File: src/rtl/rbst_pkg.sv
// Shared constants and sideband types for the ray/box slab test.
package rbst_pkg;

  localparam int FRAC_BITS = 16;
  localparam int DEF_COORD_WIDTH = 32;
  localparam int NUM_AXES = 3;
  localparam int NUM_LANES = 2 * NUM_AXES;

  // per-axis flags that travel beside the divider lanes
  typedef struct packed {
    logic neg0;  // quotient for the lower bound is negative
    logic neg1;  // quotient for the upper bound is negative
    logic zdir;  // direction component is zero
  } axis_side_t;

  typedef struct packed {
    axis_side_t [NUM_AXES-1:0] ax;
    logic                      miss;  // zero-direction axis with origin outside its slab
  } side_t;

endpackage

File: src/rtl/rbst_reduce.sv
// Slab reduction: signed distances, per-axis entry/exit, then overall entry/exit.
module rbst_reduce #(
  parameter int NW = 48,
  parameter int SW = 49
) (
  input  logic                 clk,
  input  logic                 en,
  input  logic [NW-1:0]        quo [rbst_pkg::NUM_LANES],
  input  rbst_pkg::side_t      side,
  output logic signed [SW-1:0] entry,
  output logic signed [SW-1:0] exit_d,
  output logic                 miss
);
  import rbst_pkg::*;

  localparam int MW = SW - 1;
  localparam logic [63:0] WIDE_LIMIT = 64'h4000_0000_0000_0000;
  localparam logic signed [SW-1:0] SENT =
    (SW == 64) ? SW'(WIDE_LIMIT) : {1'b0, {(SW-1){1'b1}}};

  logic signed [SW-1:0] t    [NUM_LANES];
  logic signed [SW-1:0] lo_r [NUM_AXES];
  logic signed [SW-1:0] hi_r [NUM_AXES];
  logic                 miss_a_r;
  logic signed [SW-1:0] entry_r;
  logic signed [SW-1:0] exit_r;
  logic                 miss_r;

  genvar l;
  generate
    for (l = 0; l < NUM_LANES; l++) begin : g_lane
      logic [MW-1:0] mag;
      logic          neg;
      if (NW > 62) begin : g_sat
        localparam logic [NW-1:0] LIM = NW'(WIDE_LIMIT);
        assign mag = (quo[l] > LIM) ? MW'(WIDE_LIMIT) : quo[l][MW-1:0];
      end else begin : g_nosat
        assign mag = quo[l];
      end
      assign neg  = (l % 2 == 0) ? side.ax[l/2].neg0 : side.ax[l/2].neg1;
      assign t[l] = neg ? -$signed({1'b0, mag}) : $signed({1'b0, mag});
    end
  endgenerate

  // stage A: order each axis's pair; a zero-direction axis sets no bound
  always_ff @(posedge clk) begin
    if (en) begin
      for (int a = 0; a < NUM_AXES; a++) begin
        if (side.ax[a].zdir) begin
          lo_r[a] <= -SENT;
          hi_r[a] <= SENT;
        end else if (t[2*a] < t[2*a+1]) begin
          lo_r[a] <= t[2*a];
          hi_r[a] <= t[2*a+1];
        end else begin
          lo_r[a] <= t[2*a+1];
          hi_r[a] <= t[2*a];
        end
      end
      miss_a_r <= side.miss;
    end
  end

  // stage B: largest entry, smallest exit
  logic signed [SW-1:0] entry_nxt;
  logic signed [SW-1:0] exit_nxt;

  always_comb begin
    entry_nxt = lo_r[0];
    exit_nxt  = hi_r[0];
    for (int a = 1; a < NUM_AXES; a++) begin
      if (lo_r[a] > entry_nxt) entry_nxt = lo_r[a];
      if (hi_r[a] < exit_nxt)  exit_nxt  = hi_r[a];
    end
  end

  always_ff @(posedge clk) begin
    if (en) begin
      entry_r <= entry_nxt;
      exit_r  <= exit_nxt;
      miss_r  <= miss_a_r;
    end
  end

  assign entry  = entry_r;
  assign exit_d = exit_r;
  assign miss   = miss_r;

endmodule

File: config.mk
export PLATFORM = sky130hd
export DESIGN_NAME = rbst_reduce
export DESIGN_NICKNAME = d
export VERILOG_FILES = /design/src/rtl/rbst_pkg.sv /design/src/rtl/rbst_reduce.sv
export SDC_FILE = /design/constraint.sdc
export NUM_CORES = 1
export LEC_CHECK = 0
export ABC_AREA = 0
export BUFFER_PORTS_ARGS = -buffer_cell sky130_fd_sc_hd__buf_4
export CAP_MARGIN = 20
export CORE_AREA = 8 8 255 257
export DETAILED_ROUTE_END_ITERATION = 16
export DIE_AREA = 0 0 263 265
export GPL_TIMING_DRIVEN = 0
export PLACE_DENSITY = 0.79
export SLEW_MARGIN = 20
export SYNTH_ARGS = -nofsm -noshare
export SYNTH_HDL_FRONTEND = slang
export SYNTH_SLANG_ARGS = --single-unit
File: constraint.sdc
create_clock -name clk -period 6.6 [get_ports clk]
set_input_delay 1.32 -clock clk [delete_from_list [all_inputs] [get_ports clk]]
set_output_delay 1.32 -clock clk [all_outputs]
set_load 0.05 [all_outputs]
==> impl_metrics.tcl <==
set metrics [dict create \
    cts_buffers 43 \
    fin_nets 4658 \
    dieArea_um2 69700 \
    maxCapViolations 0 \
    synth_top_flop_cell "edfxtp_1" \
    clockBufferDepth 3 \
    pre_cts_ws_ns -1.243 \
    cts_tree "done" \
    synth_edf_count 394 \
    max_freq_ghz 0.1486 \
    vias 30793 \
    wire_per_inst_um 24.46 \
    path_max_fanout 10 \
    end_kind "flip-flop" \
    cp_cell_sequence "buf_4 > or4_4 > or4_4 > or4_1 > or3_4 > or2_4 > o31ai_4 > xor2_2 > ha_1 > a21o_1 > a21o_1 > a21o_1 > a21o_1 > a21o_1 > a21oi_1 > o211ai_1 > mux2_2 > clkbuf_1 > clkbuf_1 > o31ai_1" \
    drt_iter0_drc 4224 \
    overflow 0 \
    setup_viol_count_final 2 \
    ys_seq_area_share_pct 35.60 \
    antenna_found_initial 6 \
    route.detailed.drc 0 \
    drv_slew 0 \
    hold_viol 0 \
    drtAntennaViolNets 0 \
    synth-seq-cells 394 \
    syn_nets 4203 \
    vias_per_cell 6.365 \
    cts_sinks 394 \
    track_usage_pct 31.96 \
    worstSkewPairLatency_ns 0.59 \
    critical_path_class "in -> reg" \
    hold_path_class "reg -> reg" \
    hold_ws_ns 0.4192 \
    drive_gt1_share_pct 17.16 \
    rsz0062_at_grt "yes" \
    violations "negative setup slack" \
    grt_max_degree 68 \
    grt_pass1_wl_mm 172.4 \
    syn_area_um2 33240 \
    num-fill-cells 4918 \
    top_level_ports 399 \
    place_congestion 1.009 \
    ir_worst_vdd_mv 0.2041 \
    relSlewSlack_pct 43.75 \
    crit_top_cell "a21o_1" \
    grt_pass1_vias 28540 \
    syn_inst 3559 \
    cp.required_ns 6.86 \
    ys_warn_count 0 \
    power_density_nw_per_um2 265.0 \
    drt_wl_total_mm 118.3 \
    worst_path_largest_cell_delay_ns 0.71 \
    fin_crit_sh_pct 102.0 \
    cp.arrival_ns 6.99 \
    fin_crit_ns 6.730 \
    die_height_um 265 \
    syn_to_final_growth_pct 18.96 \
    htreeDepth 2 \
    drtPass1Iterations 6 \
    dieWidth_um 263 \
    place.port_buffers 397 \
    dp_hpwl_mm 97.79 \
    ys_types 73 \
    fp-row-count 91 \
    core_um2 61030 \
    start_util_pct 54.46 \
    async_flop_share_pct 0 \
    clk_pin_slew_ns 0.06 \
    status "finished with violations" \
    p_leak_uw 0.01725 \
    tightest_slew_ns 0.8225 \
    critPathSlowestCell "o31ai_1" \
    startpoint_type "input pin" \
    root_buffer "clkbuf_16" \
    skew_ns 0.03084 \
    syn_area_per_cell_um2 9.339 \
    layout_setup_ws_ns -0.1296 \
]
[worst paths after layout]
path                    startpoint               endpoint  slack, ns  cells past startpoint
min             miss_a_r$_DFFE_PP_         miss$_DFFE_PP_       0.42                      0
max                       quo[205]  hi_r[0][48]$_DFFE_PP_      -0.13                     20
min reg2reg     miss_a_r$_DFFE_PP_         miss$_DFFE_PP_       0.42                      0
max reg2reg  lo_r[0][30]$_DFFE_PP_    entry[38]$_DFFE_PP_       0.11                     23
[state kept, by name (all words and copies together) (netlist names)]
name,flops
entry,49
exit_d,49
hi_r,147
lo_r,147
miss,1
miss_a_r,1
[repair_timing]
item	4_1_cts	5_1_grt
pin swaps	3	14
gates resized for setup	79	173
setup endpoints to repair	329	387
buffers inserted	3	10
hold buffers	0	0
[final cells by class]
| type | instances | area [µm²] | share of cell area, % |
|---|---|---|---|
| multi-input cells | 2658 | 20070 | 50.76 |
| repair buffers | 415 | 3212 | 8.123 |
| clock inverters | 24 | 256.5 | 0.6487 |
| clock buffers | 52 | 1110 | 2.807 |
| flip-flops and latches | 394 | 11830 | 29.92 |
| well taps | 790 | 988.4 | 2.500 |
| plain buffers | 193 | 904.6 | 2.288 |
| inverters | 309 | 1160 | 2.933 |
| diodes | 3 | 7.507 | 0.01899 |
[where the power goes]
| part | switching (µW) | leakage (µW) | internal [µW] |
|---|---|---|---|
| sequential | 236 | 0.00386 | 3230 |
| clock | 1020 | 0.000663 | 1400 |
| combinational | 2920 | 0.0127 | 1670 |
[Yosys cell counts (all sizes together), types with 42 or more instances]
| cell type | n | area (µm²) |
|---|---|---|
| or3 | 51 | 330.3 |
| a21oi | 194 | 970.9 |
| or4 | 42 | 334.1 |
| a21o | 114 | 855.8 |
| ha | 344 | 4304 |
| nand4 | 78 | 488.0 |
| inv | 309 | 1160 |
| nand3 | 82 | 410.4 |
| a211oi | 94 | 705.7 |
| o21ai | 204 | 1028 |
| xnor2 | 88 | 770.7 |
| nand2 | 241 | 904.6 |
| a31oi | 56 | 350.3 |
| edfxtp | 394 | 11830 |
| o31ai | 91 | 696.9 |
| clkbuf | 168 | 630.6 |
| mux2i | 203 | 2032 |
| nor3 | 54 | 280.3 |
| xor2 | 189 | 1663 |
| nor2 | 213 | 799.5 |
[cell usage in the layout (no fill, tap or decap), types with 31 or more instances in the layout]
cell       netlist  routed
nand3_1         82      81
a31oi_1         56      41
clkbuf_1       168     119
o41ai_1         33      31
and3_1          41      41
clkbuf_2         0      39
a21oi_1        194     192
a21o_1         114     114
inv_1          309     309
or3_1           48      48
edfxtp_1       394     394
a211oi_1        94      70
nand4_1         78      78
nand2_1        241     240
o21ai_0        199     194
mux2i_1        203     173
or4_1           37      37
buf_4            2     413
o31ai_1         90      86
nor2_1         213     211
ha_1           344     343
clkbuf_16        0      43
xnor2_1         88      87
nor3_1          52      50
xor2_1         188     187
[through the flow]
stage                     utilization, %  total power, µW  cell area, µm²  setup TNS [ns]  cells
final                              64.79            10480           39540         -0.1784   4838
after global routing               64.78            10870           39530          -4.055   4835
after CTS                          63.94            10250           39020         -0.1505   4829
after detailed placement           61.21             7760           37360         -282.71   4751
after global placement             60.97             7683           37210         -290.82   4746
after floorplan                        -             6211           33240               0   3559
[worst max-delay path, delay by kind of cell]
kind | cells | cell delay (ns)
fa+ha+maj | 1 | 0.28
buf+inv | 3 | 0.62
mux | 1 | 0.27
simple gates | 5 | 2.20
compound gates | 9 | 2.07
xor+xnor | 1 | 0.22
[logic make-up (layout without fill, tap and decap cells)]
logic type,count (synthesis),count (layout),share of synthesized area (%)
flip-flops,394,394,35.60
AO/OA/AOI/OAI,915,915,18.30
AND/OR/NAND/NOR,916,916,13.82
adder cells (fa/ha/maj),344,344,12.95
buffers and inverters,507,993,5.797
multiplexers,206,206,6.215
XOR/XNOR,277,277,7.322
other,0,3,0
[metal layers]
metal / GRT usage [%] / vias up / part of all wire [%]
met5: 0 / - / 0.035
met4: 12.66 / 6 / 4.4
met3: 4.003 / 258 / 9.2
met2: 52.07 / 1710 / 46
met1: 43.17 / 14682 / 41
li1: - / 14137 / -
Power figures use the tool's default switching activity.
